**config.mk**
```make
export PLATFORM = sky130hd
export DESIGN_NAME = esc_mul
export DESIGN_NICKNAME = d
export VERILOG_FILES = /design/src/rtl/core/esc_mul.sv
export SDC_FILE = /design/constraint.sdc
export NUM_CORES = 2
export LEC_CHECK = 0
export ABC_AREA = 1
export ABC_CLOCK_PERIOD_IN_PS = 6400
export BUFFER_PORTS_ARGS = -buffer_cell sky130_fd_sc_hd__buf_4
export CORE_MARGIN = 2
export CORE_UTILIZATION = 65
export DETAILED_ROUTE_END_ITERATION = 7
export PLACE_DENSITY_LB_ADDON = 0.25
export SLEW_MARGIN = 5
export SYNTH_ARGS = -nofsm -noshare
export SYNTH_HDL_FRONTEND = slang
export SYNTH_SLANG_ARGS = --single-unit
```
**constraint.sdc**
```tcl
create_clock -name aclk -period 6.4 [get_ports aclk]
set_input_delay 0.64 -clock aclk [delete_from_list [all_inputs] [get_ports aclk]]
set_output_delay 0.64 -clock aclk [all_outputs]
set_load 0.01 [all_outputs]
```
**src/rtl/core/esc_mul.sv**
```systemverilog
// shared 64-bit wrapping multiplier, one 64x16 partial product per cycle
module esc_mul (
    input  logic        aclk,
    input  logic        aresetn,
    input  logic        start,
    input  logic [63:0] a,
    input  logic [63:0] b,
    output logic        done,
    output logic [63:0] prod
);

    logic [63:0] a_reg, a_next;
    logic [63:0] b_reg, b_next;
    logic [63:0] acc_reg, acc_next;
    logic [1:0]  cnt_reg, cnt_next;
    logic        busy_reg, busy_next;
    logic        done_reg, done_next;
    logic [79:0] pp;

    assign pp = {16'b0, a_reg} * {64'b0, b_reg[15:0]};

    always_comb begin
        a_next    = a_reg;
        b_next    = b_reg;
        acc_next  = acc_reg;
        cnt_next  = cnt_reg;
        busy_next = busy_reg;
        done_next = 1'b0;
        if (start) begin
            a_next    = a;
            b_next    = b;
            acc_next  = '0;
            cnt_next  = '0;
            busy_next = 1'b1;
        end else if (busy_reg) begin
            acc_next = acc_reg + pp[63:0];
            a_next   = {a_reg[47:0], 16'b0};
            b_next   = {16'b0, b_reg[63:16]};
            cnt_next = cnt_reg + 2'd1;
            if (cnt_reg == 2'd3) begin
                busy_next = 1'b0;
                done_next = 1'b1;
            end
        end
    end

    always_ff @(posedge aclk) begin
        if (!aresetn) begin
            busy_reg <= 1'b0;
            done_reg <= 1'b0;
            cnt_reg  <= '0;
        end else begin
            busy_reg <= busy_next;
            done_reg <= done_next;
            cnt_reg  <= cnt_next;
        end
        a_reg   <= a_next;
        b_reg   <= b_next;
        acc_reg <= acc_next;
    end

    assign done = done_reg;
    assign prod = acc_reg;

endmodule

```
# After elaboration in Yosys (flattened, before gate mapping)
# Index checks and enable logic that the tools add are counted.
totals:
  ff_bits: 196
  latch_bits: 0
  mem_bits_rw: 0
  romBits: 0
  in_bits: 131
  out_inout_bits: 65
  wordCells: 23
  mem_count: 0
op_classes:
  addsub: 2
  n_mul: 1
  div: 0
  n_lt_le_gt_ge: 0
  n_eq_ne: 1
  n_shift: 0
  muxes: 8
  bitwise: 2
  reduce_logical: 3
ops:
  columns: ["operator", "count"]
  rows:
  - ["2-to-1 mux 64 bit", 4]
  - ["adder 64 bit", 1]
  - ["multiplier 64 x 16 -> 64 bit", 1]
  - ["2-to-1 mux 1 bit", 4]
  - ["OR reduction 3 bit", 1]
  - ["adder 2 x 1 -> 2 bit, second input constant", 1]
  - ["== test 2 bit, second input constant", 1]
  - ["inverter 1 bit", 2]
  - ["nonzero test 2 bit", 1]
  - ["OR reduction 2 bit", 1]

# Depth between registers and ports, before layout
logic_depth:
  ltp_word: 4
  ltp_mapped: 31
  mapped_depth_nobuf: 29

# Least setup slack after synthesis
# OpenSTA, ideal clock, no wires.
synth_timing:
  kind: "register to register"
  from: "reg b_reg[5]"
  to: "reg acc_reg[61] (netlist: prod[61])"
  setup_ps: 109
  t_arrival_ps: 5691
  required_time_ps: 6291
  slack_ps: 600
  stages_incl_launch_ff: 29
  path_buffers: 3
  synth_period_minus_slack_ps: 5800
  cell_sequence: "edfxtp_1 clkbuf_1 clkbuf_1 buf_1 nand2_1 fa_1 inv_1 fa_1 inv_1 fa_1 inv_1 fa_1 fa_1 inv_1 fa_1 inv_1 ha_1 a21oi_1 o21ai_0 a21oi_1 nor2_1 nor2_2 inv_1 a21oi_1 nand2_1 nand2_1 nand3_1 nand2_1 inv_1"
synth_via:
  elab_chain_len: 2
synth_rtl:
  columns: ["item", "line", "rtl"]
  rows:
  - ["start: declaration", "13", "logic [63:0] b_reg, b_next;"]
  - ["start signal: assignment", "58", "b_reg <= b_next;"]
  - ["multiplier 64 x 16 -> 64 bit", "20", "assign pp = {16'b0, a_reg} * {64'b0, b_reg[15:0]};"]
  - ["adder 64 bit", "36", "acc_next = acc_reg + pp[63:0];"]
  - ["end signal: assignment", "59", "acc_reg <= acc_next;"]
  - ["end: declaration", "14", "logic [63:0] acc_reg, acc_next;"]
# No other way between the ends.
# A chain may end at the register's enable or synchronous reset.

# Final worst setup path
layout_timing:
  from: "reg a_reg[7]"
  to: "reg acc_reg[39] (netlist: prod[39])"
layout_via:
  elab_chain_len: 2
layout_rtl:
  columns: ["item", "line", "rtl"]
  rows:
  - ["start: declaration", "12", "logic [63:0] a_reg, a_next;"]
  - ["start signal: assignment", "57", "a_reg <= a_next;"]
  - ["multiplier 64 x 16 -> 64 bit", "20", null]
  - ["adder 64 bit", "36", null]
# No other way between the ends.

==> results.sh <==
export IMPL_grt_overflow_total=0
export IMPL_synth_warnings=0
export IMPL_fin_skew_ns=0.0295
export IMPL_viasPerCell=5.45
export IMPL_reg2regPathDepth=25
export IMPL_worst_pin_slew_ns=1.09
export IMPL_cts_made_buffers=17
export IMPL_cts_htree_levels=4
export IMPL_synth_area_leader_cell="fa_1"
export IMPL_timing_final_crit_share_pct=98.6
export IMPL_avgSynthCellArea_um2=7.65
export IMPL_cts_clk_slew_worst_paths_ns=0.10
export IMPL_rsz0062_at_grt="yes"
export IMPL_synthFlopType="edfxtp_1"
export IMPL_grt_max_degree=93
export IMPL_die_area_um2=61400
export IMPL_min_path_cells=3
export IMPL_hold_viol=0
export IMPL_track_usage_pct=40.0
export IMPL_path_class="reg -> reg"
export IMPL_place_congestion=1.07
export IMPL_grt_pass1_vias=35020
export IMPL_startpoint_type="register"
export IMPL_yosysSeqAreaShare_pct=13.5
export IMPL_netlist_area_um2=38600
export IMPL_required_ns=6.81
export IMPL_status="finished clean"
export IMPL_most_common_layout_cells="1,517 x inv_1, 1,483 x nand2_1, 814 x fa_1"
export IMPL_netlist_area_leader_share_pct=42.2
export IMPL_syn_to_final_growth_pct=12.9
export IMPL_synth_cell_types=46
export IMPL_die_h_um=248
export IMPL_n_fill_cell=4447
export IMPL_post_route_min_period_ns=6.31
export IMPL_clock_root_buffer="clkbuf_16"
export IMPL_slew_headroom_pct=27.2
export IMPL_setup_ws_ns=0.0903
export IMPL_syn_nets=6091
export IMPL_wl_per_cell_um=19.3
export IMPL_hpwlAfterDp_mm=91.2
export IMPL_core_um2=58900
export IMPL_antenna_left=0
export IMPL_port_buffers=195
export IMPL_ios=196
export IMPL_synthTopCellsByArea="fa_1 42%, inv_1 15%, nand2_1 14%"
export IMPL_start_util_pct=65.5
export IMPL_dr_pass1_iters=8
export IMPL_slew_viol_final=0
export IMPL_cap_violations=0
export IMPL_num_rows=89
export IMPL_cp_end_kind="register"
export IMPL_drive_above_1_share_pct=11.7
export IMPL_ctsHoldBuffers=0
export IMPL_final_setup_viol_count=0
export IMPL_antenna_found_initial=0
export IMPL_routed_wl_mm=117
export IMPL_cts_sinks=196
export IMPL_clkLatencyLatePin_ns=0.52
export IMPL_fmax_mhz=158
export IMPL_nNetsFinal=6347
export IMPL_cp_max_fo=10
export IMPL_synth_edf_count=128
export IMPL_arrival_ns=6.72
export IMPL_antenna_cells=0
export IMPL_finalCoreUtilization_pct=74.0
export IMPL_async_flop_share_pct=0
export IMPL_grt_first_pass_wirelength_mm=185
export IMPL_drtIter0Drc=3097
export IMPL_worst_hold_path_type="in -> reg"
export IMPL_ys_seq_elements=196
export IMPL_synthCells=5045
export IMPL_cts_path_max_buffers=2
export IMPL_layout_commonest_cell="inv_1"
export IMPL_die_x_um=248
export IMPL_cts_tree="yes"
export IMPL_vias=33202
export IMPL_drc_errors=0
export IMPL_dp_slack_ns=-0.0617
-- what timing repair did --
| item | CTS | global route |
|---|---|---|
| resized for setup | 1 | 38 |
| cloned | 0 | 3 |
| endpoints found under the setup margin | 2 | 38 |
| setup buffers | 1 | 21 |
-- routing by layer --
layer / vias to the layer above / part of all wire (%) / global-route usage (%)
met3: 461 / 12 / 10.5
li1: 14652 / - / -
met2: 2107 / 46 / 63.1
met5: - / 0 / 0
met1: 15982 / 36 / 51.4
met4: 0 / 5.9 / 20.7
-- synthesized netlist by cell type (2+ instances only) --
cell type	count
nor3_2	4
nor2_1	146
buf_1	37
nand3b_1	4
clkbuf_1	202
xnor2_1	7
inv_2	17
nand2_1	1484
o211ai_1	13
o21ai_0	109
nor4_1	4
nand3_2	2
o211ai_2	2
o21a_1	4
and2_1	3
ha_1	101
a21boi_0	2
buf_2	12
o21ai_2	4
inv_1	1520
nand4_1	23
o32ai_1	5
a31oi_1	4
a21oi_1	93
o21bai_1	10
nor3_1	14
a21o_1	7
nand3_1	112
xor2_1	15
dfxtp_1	68
o21ai_1	20
a21oi_2	4
edfxtp_1	128
or2_1	5
fa_1	814
nor2_2	24
nand2_2	13
-- metrics by stage --
| stage | setup TNS, ns | instance area [um2] | std cells | hold slack (ns) |
|---|---|---|---|---|
| finish | 0 | 43600 | 6087 | 0.372 |
| global route | -0.970 | 43600 | 6087 | 0.368 |
| CTS | 0 | 43200 | 6063 | 0.348 |
| detailed placement | -0.0617 | 42600 | 6030 | 0.464 |
| global placement | -0.0924 | 42600 | 6030 | 0.456 |
| floorplan | 0 | 38600 | 5045 | 0.442 |
-- final cells by class --
class                   count  area, um2  share of cell area [%]
clock buffers              17        425                   0.976
inverters                1538       5780                    13.3
multi-input cells        3060      26800                    61.4
well taps                 773        967                    2.22
repair buffers            488       4240                    9.73
flip-flops and latches    196       5210                    11.9
clock inverters            15        191                   0.439
-- logic make-up after synthesis --
logic type,Yosys count,share of synthesized area (%)
AO/OA/AOI/OAI,282,4.13
XOR/XNOR,22,0.499
adder cells (fa/ha/maj),915,45.5
buffers and inverters,1789,17.4
AND/OR/NAND/NOR,1841,19.0
flip-flops,196,13.5
-- final timing paths --
kind	start	end	slack [ns]
worst min register to register	cnt_reg[1]$_SDFFE_PP0P_	cnt_reg[1]$_SDFFE_PP0P_	0.48
worst max register to register	a_reg[7]$_SDFFCE_PN0P_	prod[39]$_SDFFE_PP0P_	0.09
worst max-delay path	a_reg[7]$_SDFFCE_PN0P_	prod[39]$_SDFFE_PP0P_	0.09
worst min-delay path	b[62]	b_reg[62]$_SDFFCE_PN0P_	0.37
-- critical path: stages, from the launching register on --
cell and delay (ns):
edfxtp_1 0.58, buf_4 0.29, nand2_1 0.10, fa_1 0.50, inv_1 0.05, fa_1 0.56, fa_1 0.45, fa_1 0.49
fa_1 0.50, inv_1 0.05, fa_1 0.48, inv_1 0.04, ha_1 0.33, a21oi_1 0.27, o21ai_1 0.18, nand2_1 0.09
nand2_1 0.10, nand2_1 0.07, and2_1 0.22, nand2_1 0.16, buf_4 0.17, a21oi_1 0.16, xor2_1 0.16, nand2_1 0.06
nand2_1 0.08, inv_1 0.04
Power is not shown: default switching activity piles up to over one toggle a cycle in this logic, so the estimate is an artifact.
