**config.mk**
```make
export PLATFORM = sky130hd
export DESIGN_NAME = esc_div
export DESIGN_NICKNAME = d
export VERILOG_FILES = /design/src/rtl/core/esc_div.sv
export SDC_FILE = /design/constraint.sdc
export NUM_CORES = 1
export LEC_CHECK = 0
export BUFFER_PORTS_ARGS = -buffer_cell sky130_fd_sc_hd__clkbuf_2
export CORE_ASPECT_RATIO = 1.25
export CORE_UTILIZATION = 50
export CTS_CLUSTER_DIAMETER = 40
export DETAILED_ROUTE_END_ITERATION = 8
export PLACE_DENSITY_LB_ADDON = 0.08
export REMOVE_ABC_BUFFERS = 1
export SYNTH_ARGS = -nofsm -noshare
export SYNTH_HDL_FRONTEND = slang
export SYNTH_SLANG_ARGS = --single-unit
```
**constraint.sdc**
```tcl
create_clock -name aclk -period 9.9 [get_ports aclk]
set_input_delay 0 -clock aclk [delete_from_list [all_inputs] [get_ports aclk]]
set_output_delay 0 -clock aclk [all_outputs]
set_load 0.05 [all_outputs]
```
**src/rtl/core/esc_div.sv**
```systemverilog
// signed 64-bit radix-2 restoring divider, truncating toward zero
module esc_div (
    input  logic        aclk,
    input  logic        aresetn,
    input  logic        start,
    input  logic [63:0] num,
    input  logic [63:0] den,
    output logic        done,
    output logic [63:0] quo
);

    logic [63:0] dvd_reg, dvd_next;
    logic [63:0] dvs_reg, dvs_next;
    logic [63:0] rem_reg, rem_next;
    logic [63:0] q_reg, q_next;
    logic [5:0]  cnt_reg, cnt_next;
    logic        neg_reg, neg_next;
    logic        busy_reg, busy_next;
    logic        done_reg, done_next;
    logic [64:0] rem_sh;
    logic [64:0] diff;
    logic        qbit;
    logic [63:0] q_fin;

    always_comb begin
        rem_sh = {rem_reg, dvd_reg[63]};
        diff   = rem_sh - {1'b0, dvs_reg};
        qbit   = !diff[64];
        q_fin  = {dvd_reg[62:0], qbit};
    end

    always_comb begin
        dvd_next  = dvd_reg;
        dvs_next  = dvs_reg;
        rem_next  = rem_reg;
        q_next    = q_reg;
        cnt_next  = cnt_reg;
        neg_next  = neg_reg;
        busy_next = busy_reg;
        done_next = 1'b0;
        if (start) begin
            dvd_next  = num[63] ? 64'd0 - num : num;
            dvs_next  = den[63] ? 64'd0 - den : den;
            rem_next  = '0;
            cnt_next  = '0;
            neg_next  = num[63] ^ den[63];
            busy_next = 1'b1;
        end else if (busy_reg) begin
            rem_next = qbit ? diff[63:0] : rem_sh[63:0];
            dvd_next = q_fin;
            cnt_next = cnt_reg + 6'd1;
            if (cnt_reg == 6'd63) begin
                q_next    = neg_reg ? 64'd0 - q_fin : q_fin;
                busy_next = 1'b0;
                done_next = 1'b1;
            end
        end
    end

    always_ff @(posedge aclk) begin
        if (!aresetn) begin
            busy_reg <= 1'b0;
            done_reg <= 1'b0;
            cnt_reg  <= '0;
        end else begin
            busy_reg <= busy_next;
            done_reg <= done_next;
            cnt_reg  <= cnt_next;
        end
        dvd_reg <= dvd_next;
        dvs_reg <= dvs_next;
        rem_reg <= rem_next;
        q_reg   <= q_next;
        neg_reg <= neg_next;
    end

    assign done = done_reg;
    assign quo  = q_reg;

endmodule

```
# After elaboration in Yosys (flattened, before gate mapping)
# Cells that the tools add are included.
# W data, S select, Z words.
totals:
  latchBits: 0
  n_memories: 0
  out_inout_bits: 65
  romBits: 0
  ramBits: 0
  word_cells: 34
  in_bits: 131
  register_bits: 265
classes:
  eq_ne: 1
  reduce_logical: 5
  div_mod_pow: 0
  bitwise: 4
  multipliers: 0
  n_mux: 10
  n_lt_le_gt_ge: 0
  shift: 0
  n_addsub: 5
ops:
  columns: ["operator", "n"]
  rows:
  - ["$mux W64", 5]
  - ["$sub A1 B64 Y64 const A", 3]
  - ["$sub A65 B64 Y65", 1]
  - ["$mux W63", 1]
  - ["$add A6 B1 Y6 const B", 1]
  - ["$eq A6 B6 Y1 const B", 1]
  - ["$mux W1", 4]
  - ["$not A1 Y1", 3]
  - ["$reduce_and A3 Y1", 1]
  - ["$reduce_or A3 Y1", 1]
  - ["$reduce_bool A2 Y1", 1]
  - ["$reduce_or A2 Y1", 1]
  - ["$logic_not A1 Y1", 1]
  - ["$xor A1 B1 Y1", 1]

# Depth between registers and ports, before layout
# Gate-level depths: netlist of the first run.
depth:
  word_depth: 4
  ltp_mapped: 21

# Worst setup path after synthesis of the first run
# Ideal clock, no wire load.
synth_timing:
  kind: "register to register"
  start: "register cnt_reg[0]"
  end: "register q_reg[0], in the netlist quo[0] (enable)"
  period_less_slack_ps: 5569
  stages_incl_launch_ff: 4
  setup_ps: 565
  path_slack_ps: 4331
  n_path_buf: 0
  t_arrival_ps: 5004
  cell_sequence: "dfxtp_1 > ha_1 > nand4_1 > nor3_1"
synth_between:
  elab_chain_cells: 2
synth_rtl:
  columns: ["item", "line_no", "source"]
  rows:
  - ["start, declared", "16", "logic [5:0] cnt_reg, cnt_next;"]
  - ["start signal, assigned", "68", "cnt_reg <= cnt_next;"]
  - ["$eq A6 B6 Y1", "52", "if (cnt_reg == 6'd63) begin"]
  - ["$reduce_and A3 Y1 (no line)", null, null]
  - ["end signal, assigned", "73", "q_reg <= q_next;"]
  - ["end, declared", "15", "logic [63:0] q_reg, q_next;"]
# No other way between the ends.
# A chain may end at the register's enable or synchronous reset.

# Worst setup path after layout of the first run
layout_timing:
  start: "input port den[5]"
  end: "register dvs_reg[58] (data pin)"
layout_between:
  elab_chain_cells: 2
layout_rtl:
  columns: ["item", "line_no", "source"]
  rows:
  - ["start, declared", "7", "input logic [63:0] den,"]
  - ["$sub A1 B64 Y64", "43", "dvs_next = den[63] ? 64'd0 - den : den;"]
  - ["$mux W63", "43", null]
  - ["end signal, assigned", "71", "dvs_reg <= dvs_next;"]
  - ["end, declared", "13", "logic [63:0] dvs_reg, dvs_next;"]
# No other way between the ends.

==> out/qor.csv, run 1 <==
stage,metric,value,unit
outcome,status,"complete, no violations",
synth,ys_ff_latch,265,
critical_path,r2r-start,dvd_reg[63],
synth,ys.flop_type,edfxtp_1,
synth,yosys_warnings,0,
run,drv_cap,0,
drt,initialDrtViolationCount,897,
clock_network,clock_sinks,265,
clock_network,cts-resized-gates,0,
clock_network,cts_hold_buf,163,
synth,async_flop_share,0,%
synth,ys_seq_area_share,41.3,%
hold_path,hp-start,start,
sta,finalCritPeriodShare,53.6,%
grt,antenna_found_initial,2,
drt,wl_per_cell,17.0,um
grt,grt_usage,26.0,%
synth,netlist_area,17500,sq um
layout,final_cell_area,21800,sq um
critical_path,crit_required,10.17,ns
layout,drive_above_1_share,13.7,%
critical_path,start_kind,input pin,
grt,grt_max_degree,90,
sta,tns,0,ns
drt,vias,15600,
pwr,vdd_drop_max,122,uV
placement,dpl_cell_area,18800,sq um
clock_network,cts_buffers,41,
drt,final_antenna_net_count,0,
layout,syn2layout_area_growth,24.3,%
critical_path,reg2reg_depth,19,
placement,routabilityCongestion,0.948,
drt,drt-total-wl,46.8,mm
pwr,powerDensity,161,nW/um^2
critical_path,cp-startpoint,den[5],
drt,drtPass1Iterations,5,
synth,avgSynthCellArea,9.06,sq um
clock_network,htreeDepth,2,
sta,relSlewSlack,38.0,%
grt,grt_pass1_vias,15400,
critical_path,regToRegEndpoint,quo[42],
layout,n_fill_cell,2969,
synth,synth_edf_count,193,
pwr,p_leak,0.00840,uW
clock_network,clk_latency,0.55,ns
sta,slew_viol_final,0,
synth,synth_cell_types,69,
floorplanning,fp.dieW,169,um
synth,yosysTopAreaCellShare,33.1,%
drt,vias_per_cell,5.67,
synth,synth_area_leader_cell,edfxtp_1,
sta,clock_skew,0.0282,ns
grt,grt_pass1_wl,75.3,mm
synth,synth_cells,1931,
critical_path,crit_end,dvs_reg[58],
critical_path,crit_arrival,5.58,ns
clock_network,cts_root_buffer,clkbuf_16,
floorplanning,core,34400,sq um
placement,hpwlAfterDp,31.8,mm
floorplanning,ios,196,
grt,grt-ovfl-total,0,
hold_path,hold_path.class,in2reg,
drt,drcViolationCount,0,
synth,synth.area.top_cells,"edfxtp_1, dfxtp_1, xnor2_1, ha_1, nand2_1",
floorplanning,dieHeight,211,um
critical_path,crit_path_end_kind,flop,
clock_network,path_clk_slew,0.05,ns
placement,io_buffers,195,
sta,worstMarginPinSlew,0.930,ns
clock_network,postCtsSetupRepairBufs,0,
sta,clock.fmax,0.189,GHz
critical_path,reg2reg_slack,4.71,ns
sta,period_minus_slack,5.30,ns
floorplanning,start_util,50.9,%
hold_path,hold_path_depth,1,
floorplanning,die_area,35800,sq um
clock_network,cts_tree,built,
sta,hold_violations,0,
sta,setup_violations,0,
layout,final_nets,2443,
clock_network,clockBufferDepth,3,
critical_path,crit_fanout,7,
critical_path,critPathKind,in2reg,
floorplanning,rows,76,
sta,grt_setup_unrepaired,false,
[metal layers]
| layer | routed length, um | track usage [%] | share of wire, % | up-vias |
|---|---|---|---|---|
| met5 | 0 | 0 | 0 | - |
| met4 | 1480 | 9.85 | 3.2 | 0 |
| met3 | 2300 | 4.65 | 4.9 | 97 |
| met2 | 24000 | 48.1 | 51 | 391 |
| met1 | 19000 | 29.6 | 41 | 7354 |
| li1 | - | - | - | 7722 |
[Yosys cell counts (3+ instances only)]
master / number
or4_1: 30
o41ai_1: 43
a41oi_1: 5
o21bai_1: 14
nand2b_1: 15
a311oi_1: 45
o211ai_1: 10
nor2b_1: 8
a21oi_1: 144
nor2_1: 175
inv_1: 103
buf_1: 8
nand4_1: 22
or2_2: 12
xor2_1: 80
or4_4: 3
a21o_1: 27
o2111ai_1: 4
o21a_1: 4
nand2_1: 213
or3_1: 38
nand3b_1: 3
and3_1: 8
nor4_1: 8
mux2_2: 8
a211oi_1: 7
and2_1: 3
o21ai_0: 114
nand3_1: 27
dfxtp_1: 72
a221oi_1: 4
clkbuf_1: 94
o31ai_1: 60
a32oi_1: 4
nor3_1: 27
a21boi_0: 3
edfxtp_1: 193
xnor2_1: 161
mux2i_1: 12
ha_1: 68
a31oi_1: 13
[final cells by class]
cell class / instances / area (sq um) / area share [%]
multi-input cells: 1459 / 9500 / 43.6
flip-flops and latches: 265 / 7240 / 33.3
repair buffers: 372 / 2720 / 12.5
clock buffers: 50 / 1090 / 5.01
well taps: 468 / 586 / 2.69
inverters: 104 / 390 / 1.79
clock inverters: 25 / 234 / 1.08
diodes: 2 / 5.00 / 0.0230
[cells in the final DEF, fill, tap and decap left out, types with 13 or more instances in the layout]
master         instances
nand2_1              213
clkbuf_2             194
edfxtp_1             193
nor2_1               175
dlygate4sd3_1        163
xnor2_1              160
a21oi_1              144
o21ai_0              114
inv_1                102
xor2_1                80
dfxtp_1               71
ha_1                  68
o31ai_1               60
a311oi_1              45
o41ai_1               43
clkbuf_16             41
or3_1                 38
or4_1                 30
nand3_1               27
a21o_1                27
nor3_1                26
nand4_1               22
nand2b_1              15
o21bai_1              14
buf_4                 14
a31oi_1               13
[where the power goes]
part | internal (uW) | switching, uW
Clock | 849 | 545
Sequential | 1300 | 61.3
Combinational | 328 | 416
Total | 2480 | 1020
[worst min path at each step]
stage	end	slack, ns
2_1_floorplan	rem_reg[63]	0.07
3_3_place_gp	dvs_reg[0]	0.22
3_5_place_dp	dvs_reg[0]	0.22
4_1_cts	dvs_reg[60]	0.1
5_1_grt	dvs_reg[60]	0.14
6_report	dvs_reg[60]	0.10
[per-stage QoR]
stage                     power (uW)  utilization (%)  std cells  hold slack, ns  setup WS (ns)
after detailed placement        2060             54.6       2505           0.223           4.72
after CTS                       3520             63.2       2743          0.0980           4.68
after global placement          2050             54.6       2505           0.215           4.86
final                           3500             63.2       2745           0.103           4.60
after floorplan                 1860                -       1828          0.0691          0.609
after global routing            3660             63.2       2745           0.136           4.27
[worst max-delay path, cell delays in order]
cell,delay [ns]
dlygate4sd3_1,0.56
clkbuf_2,0.14
or3_1,0.39
or3_1,0.48
or4_1,0.57
or2_2,0.40
or4_1,0.50
or3_1,0.46
or3_1,0.46
or4_1,0.58
o41ai_2,0.37
xnor2_1,0.10
dlygate4sd3_1,0.57
[cell families (layout without fill, tap and decap cells)]
| family | after synthesis | in the layout | synth area share, % |
|---|---|---|---|
| XOR/XNOR | 241 | 241 | 12.1 |
| other | 0 | 2 | 0 |
| adder cells (fa/ha/maj) | 69 | 69 | 4.98 |
| multiplexers | 20 | 20 | 1.20 |
| AND/OR/NAND/NOR | 604 | 604 | 16.2 |
| AO/OA/AOI/OAI | 525 | 525 | 19.8 |
| buffers and inverters | 207 | 551 | 4.48 |
| flip-flops | 265 | 265 | 41.3 |
No activity file was read; power rests on OpenSTA's default activity.
==> inputs of run 2 (changes only) <==
==> constraint.sdc (replaced) <==
create_clock -name aclk -period 4.7 [get_ports aclk]
set_input_delay 0 -clock aclk [delete_from_list [all_inputs] [get_ports aclk]]
set_output_delay 0 -clock aclk [all_outputs]
set_load 0.05 [all_outputs]
==> run 2 against run 1 <==
Net effect: final cell count barely moved; global-route usage is 0.47 points higher; largest cell class unchanged; clock skew down 0.014 ns; die area unchanged; register-to-register slack worse by 4.4 ns; highest routed layer is now met5; flip-flop and latch count did not move; sequential power rose by 110%.
==> out/qor.csv, run 2 (synthesized netlist as in run 1, its figures left out) <==
stage,metric,value,unit,change
pwr,p_int,5200,uW,+110%
clock_network,cts_tree,built,,
sta,setup_violations,0,,unchanged
sta,whs,0.0420,ns,-0.0607 ns
clock_network,htreeDepth,2,,unchanged
critical_path,critPathKind,in2reg,,
layout,final_nets,2448,,+0.20%
pwr,clkPwrFrac,39.1,%,-0.7 points
clock_network,clockBufferDepth,3,,unchanged
drt,initialDrtViolationCount,855,,-4.7%
grt,grt_pass1_wl,76.6,mm,+1.7%
floorplanning,core,34400,sq um,unchanged
sta,grt_setup_unrepaired,false,,
sta,slew_viol_final,0,,unchanged
drt,final_antenna_net_count,0,,unchanged
clock_network,cts_buffers,37,,-9.8%
grt,grt_max_degree,109,,+21%
floorplanning,start_util,50.9,%,unchanged
layout,layout_common_cells,"nand2_1, clkbuf_2, edfxtp_1, nor2_1, xnor2_1",,
floorplanning,dieHeight,211,um,unchanged
placement,routabilityCongestion,0.906,,-4.5%
pwr,p_leak,0.00841,uW,+0.13%
sta,relSlewSlack,23.6,%,-14 points
clock_network,cts_root_buffer,clkbuf_16,,
floorplanning,rows,76,,unchanged
grt,antenna_found_initial,3,,+1
critical_path,crit_path_end_kind,flop,,
run,drv_cap,0,,unchanged
sta,clock.fmax,0.221,GHz,
sta,period_minus_slack,4.52,ns,
grt,grt_usage,26.5,%,+0.47 points
drt,vias_per_cell,5.69,,+0.42%
placement,place_ws,0.243,ns,-4.47 ns
critical_path,crit_fanout,5,,-2
drt,drtPass1Iterations,5,,unchanged
pwr,powerDensity,335,nW/um^2,+110%
drt,drt-total-wl,47.3,mm,+1.2%
floorplanning,die_area,35800,sq um,unchanged
layout,drive_above_1_share,14.4,%,+0.65 points
grt,grt_pass1_vias,15600,,+1.2%
floorplanning,fp.dieW,169,um,unchanged
pwr,p_switching,2110,uW,+110%
layout,mostFrequentLayoutCell,nand2_1,,
pwr,p_sw_share,28.8,%,-0.39 points
layout,syn2layout_area_growth,24.5,%,
clock_network,clock_sinks,265,,unchanged
critical_path,crit_required,4.99,ns,-5.18 ns
sta,hold_violations,0,,unchanged
pwr,total_power,7300,uW,+110%
layout,regArea,7240,sq um,unchanged
placement,io_buffers,195,,unchanged
critical_path,crit_arrival,4.81,ns,-0.77 ns
hold_path,hold_path.class,in2reg,,
clock_network,clk_latency,0.54,ns,about the same
pwr,p_seq_share,39.1,%,+0.2 points
drt,vias,15600,,+0.49%
grt,grt-ovfl-total,0,,unchanged
drt,drcViolationCount,0,,unchanged
sta,finalCritPeriodShare,96.2,%,
layout,multiInputGateArea,9520,sq um,+0.30%
layout,n_fill_cell,2949,,-0.67%
drt,wl_per_cell,17.2,um,+1.2%
pwr,comb_power_share,21.8,%,+0.5 points
pwr,vdd_drop_max,265,uV,+120%
floorplanning,ios,196,,unchanged
layout,stdcell_count,2747,,+0.073%
sta,timing.final.ws_setup,0.176,ns,-4.42 ns
outcome,status,"complete, no violations",,
sta,clock_skew,0.0137,ns,-0.0145 ns
placement,place_inst,2521,,+0.64%
layout,post-route-util,63.3,%,+0.091 points
clock_network,path_clk_slew,0.06,ns,about the same
placement,hpwlAfterDp,32.7,mm,+3.0%
critical_path,start_kind,input pin,,
sta,worstMarginPinSlew,1.15,ns,+0.215 ns
-- run 2: cell count changes in the layout (fill, tap and decap cells not counted), moves of 3 or more --
cell | before | now
buf_4 | 14 | 29
clkbuf_16 | 41 | 37
clkinv_2 | 7 | 1
clkinv_4 | 0 | 3
dlygate4sd3_1 | 163 | 156
inv_6 | 10 | 4
-- run 2: path summary, 6_finish.rpt --
kind / slack (ns) / end / depth (start not counted) / from
min reg2reg: 0.49 / rem_reg[37] / 2 / rem_reg[37]
max reg2reg: 0.35 / quo[42] / 18 / dvs_reg[57]
max: 0.18 / dvs_reg[52] / 13 / den[20]
min: 0.04 / dvs_reg[6] / 4 / den[5]
-- run 2: layout make-up --
type | count | share of cell area (%)
clock inverters | 19 | 1.16
repair buffers | 381 | 12.8
well taps | 468 | 2.69
inverters | 104 | 1.79
multi-input cells | 1459 | 43.7
clock buffers | 49 | 4.64
flip-flops and latches | 265 | 33.2
diodes | 2 | 0.0230
-- run 2: worst max-delay path, stage by stage --
cell	delay [ns]
dlygate4sd3_1	0.55
clkbuf_2	0.13
or4_1	0.55
or3_1	0.40
or3b_1	0.39
or2_2	0.35
or4_4	0.47
or3_1	0.38
or3_1	0.42
buf_4	0.19
o41ai_1	0.31
xnor2_1	0.11
dlygate4sd3_1	0.56
-- run 2: through the flow --
step | TNS [ns] | area, sq um
after global routing | 0 | 21800
final | 0 | 21800
after floorplan | -595.67 | 17100
after global placement | 0 | 18900
after detailed placement | 0 | 18900
after CTS | 0 | 21800
-- run 2: per-layer routing --
metal	global-route usage [%]	wire length (um)
met5	0	17
met4	10.8	1570
met3	5.06	2500
met2	48.9	24400
met1	29.6	18900
-- run 2: repair_timing --
item	in CTS	in global routing
hold endpoints to repair	136	0
hold buffers	156	0
buffers inserted	0	0
resized for setup	0	8
setup endpoints to repair	0	10
-- run 2: power groups by stage --
| stage | logic (uW) | clock network [uW] | registers, uW |
|---|---|---|---|
| floorplan | 1020 | 0 | 2890 |
| global placement | 1440 | 0 | 2900 |
| CTS | 1580 | 2900 | 2860 |
| global route | 1770 | 3000 | 2880 |
| detailed placement | 1450 | 0 | 2900 |
| finish | 1590 | 2850 | 2860 |
==> inputs of run 3 (changes only) <==
--- a/config.mk
+++ b/config.mk
@@ -5,6 +5,7 @@
 export SDC_FILE = /design/constraint.sdc
 export NUM_CORES = 1
 export LEC_CHECK = 0
+export ABC_AREA = 1
 export BUFFER_PORTS_ARGS = -buffer_cell sky130_fd_sc_hd__clkbuf_2
 export CORE_ASPECT_RATIO = 1.25
 export CORE_UTILIZATION = 50
==> run 3 against run 2 <==
Net effect: area after synthesis rose by 15%; fmax grew 6.0%; wire length is 38% higher; critical path depth rose by 16; via count up 27%.
==> out/qor.csv, run 3 <==
stage,metric,value,unit,change
outcome,status,"complete, no violations",,
critical_path,cpPeakStageDelay,0.41,ns,-0.15 ns
critical_path,crit_arrival,4.54,ns,-0.27 ns
clock_network,postCtsSetupRepairBufs,0,,unchanged
pwr,powerDensity,285,nW/um^2,-15%
layout,mostFrequentLayoutCell,nand2_1,,
synth,synth_area_leader_cell,edfxtp_1,,
hold_path,hold_path.class,in2reg,,
synth,synth.area.top_cells,"edfxtp_1, nand2_1, inv_1, dfxtp_1, nor2_1",,
critical_path,critPathKind,reg2reg,,
synth,synth.most_common_cell,nand2_1,,
sta,tns,0,ns,unchanged
grt,grt_usage,31.7,%,+5.2 points
grt,grt-ovfl-total,0,,unchanged
synth,ys.flop_type,edfxtp_1,,
synth,synth_common_cells,"nand2_1, inv_1, nor2_1",,
floorplanning,core,39300,sq um,+14%
sta,relSlewSlack,31.9,%,+8.3 points
synth,synth_cells,2768,,+43%
drt,vias,19800,,+27%
synth,yosys_warnings,0,,unchanged
layout,layout_common_cells,"nand2_1, inv_1, nor2_1, clkbuf_2, edfxtp_1",,
drt,vias_per_cell,5.46,,-4.1%
sta,grt_setup_unrepaired,false,,
placement,io_buffers,195,,unchanged
synth,synth_edf_count,193,,unchanged
synth,synth_cell_types,59,,-14%
drt,drtPass1Iterations,6,,+1
drt,final_antenna_net_count,0,,unchanged
floorplanning,dieHeight,226,um,+7.0%
floorplanning,rows,81,,+6.6%
run,drv_cap,0,,unchanged
pwr,vdd_drop_max,205,uV,-23%
placement,routabilityCongestion,1.03,,+14%
floorplanning,fp.dieW,181,um,+7.0%
sta,period_minus_slack,4.27,ns,-0.257 ns
grt,grt_pass1_vias,19500,,+25%
clock_network,clock_sinks,265,,unchanged
layout,final_cell_area,24100,sq um,+11%
sta,finalCritPeriodShare,90.8,%,-5.5 points
clock_network,cts_tree,built,,
grt,grt_max_degree,99,,-9.2%
grt,antenna_found_initial,10,,+7
synth,yosysTopAreaCellShare,28.9,%,-4.2 points
clock_network,cts_buffers,40,,+8.1%
placement,dpl_cell_area,21500,sq um,+13%
drt,drt-total-wl,65.4,mm,+38%
sta,clock.fmax,0.234,GHz,+6.0%
clock_network,path_clk_slew,0.06,ns,about the same
critical_path,reg2reg_slack,0.43,ns,+0.08 ns
clock_network,clockBufferDepth,3,,unchanged
synth,ys_seq_area_share,36.1,%,-5.3 points
sta,clock_skew,0.0112,ns,-0.00250 ns
grt,grt_pass1_wl,102,mm,+33%
floorplanning,die_area,40900,sq um,+14%
layout,final_nets,3289,,+34%
critical_path,start_kind,flop,,
critical_path,crit_path_end_kind,flop,,
critical_path,crit_slowest_cell,fa_1,,
floorplanning,start_util,51.0,%,+0.16 points
sta,setup_violations,0,,unchanged
synth,ys_ff_latch,265,,unchanged
sta,slew_viol_final,0,,unchanged
pwr,p_leak,0.0106,uW,+26%
clock_network,clk_latency,0.53,ns,about the same
synth,async_flop_share,0,%,unchanged
layout,drive_above_1_share,12.5,%,-1.9 points
drt,wl_per_cell,18.0,um,+4.7%
sta,worstMarginPinSlew,1.01,ns,-0.132 ns
floorplanning,ios,196,,unchanged
synth,avgSynthCellArea,7.25,sq um,-20%
critical_path,crit_required,4.97,ns,-0.02 ns
synth,netlist_area,20100,sq um,+15%
placement,hpwlAfterDp,51.4,mm,+57%
clock_network,htreeDepth,2,,unchanged
clock_network,cts_root_buffer,clkbuf_16,,
drt,drcViolationCount,0,,unchanged
critical_path,crit_fanout,4,,-1
drt,initialDrtViolationCount,1380,,+61%
sta,hold_violations,0,,unchanged
layout,syn2layout_area_growth,20.2,%,
-- run 3: cell types whose count changed in the layout (fill, tap and decap cells not counted), moves of 45 or more --
cell      before  now
o31ai_1       59    3
nand3_1       27  145
a311oi_1      45    0
xor2_1        80  134
nor2_1       175  340
inv_1        102  384
xnor2_1      160   68
nand2_1      213  660
-- run 3: final cells by class --
| type | count | area, sq um |
|---|---|---|
| multi-input combinational | 2041 | 11000 |
| tap | 498 | 623 |
| antenna | 8 | 20.0 |
| inverter | 401 | 1510 |
| fill | 3626 | 15200 |
| timing repair buffer | 340 | 2380 |
| clock buffer | 46 | 1100 |
| clock inverter | 26 | 219 |
| sequential | 265 | 7240 |
-- run 3: layer usage --
layer / GRT usage (%) / vias to the layer above / part of all wire [%]
met1: 35.1 / 9172 / 39
met4: 15.9 / 6 / 5.2
met2: 58.8 / 644 / 51
li1: - / 9765 / -
met3: 4.98 / 199 / 5.2
met5: 0 / - / 0.050
-- run 3: critical path: cells and delay by family, from the launching register on --
kind | cells | cell delay (ns)
compound gates | 4 | 0.74
xor+xnor | 1 | 0.16
fa+ha+maj | 3 | 0.76
buf+inv | 5 | 0.31
flops | 1 | 0.36
simple gates | 16 | 1.68
-- run 3: kinds of logic (layout without fill, tap and decap cells) --
group,count (synthesis),count (layout),share of synthesized area (%)
simple gates,1355,1355,28.9
compound gates,415,415,12.7
xor+xnor,202,202,8.82
fa+ha+maj,69,69,4.34
flops,265,265,36.1
buf+inv,462,813,9.13
other cells,0,8,0
-- run 3: stage by stage --
| stage | power (uW) | utilization, % | instances | setup WS (ns) | hold WS [ns] |
|---|---|---|---|---|---|
| after floorplan | 3520 | - | 2707 | 0.165 | 0.0785 |
| after global placement | 3900 | 54.6 | 3418 | 0.345 | 0.233 |
| after detailed placement | 3920 | 54.6 | 3418 | 0.275 | 0.243 |
| after CTS | 6900 | 61.2 | 3617 | 0.235 | 0.00872 |
| after global routing | 7150 | 61.3 | 3622 | 0.0147 | 0.0525 |
| final | 6860 | 61.3 | 3625 | 0.433 | 0.0248 |
-- run 3: worst paths after layout --
check                                  from          to  cells past startpoint
worst max-delay path            dvd_reg[63]     quo[56]                     29
worst min-delay path                  start  dvd_reg[1]                      2
worst min register to register   cnt_reg[5]  cnt_reg[5]                      1
worst max register to register  dvd_reg[63]     quo[56]                     29
-- run 3: timing repair --
action                                 4_1_cts  5_1_grt
resized for setup                            0        5
setup endpoints to repair                    0        4
endpoints found under the hold margin      133        0
hold buffers                               127        0
-- run 3: report_power, final --
group / internal [uW] / leakage (uW) / switching, uW / total, uW
registers: 2700 / 0.00245 / 121 / 2820
clock network: 1720 / 0.000631 / 1170 / 2890
logic: 424 / 0.00749 / 730 / 1150
total: 4840 / 0.0106 / 2020 / 6860
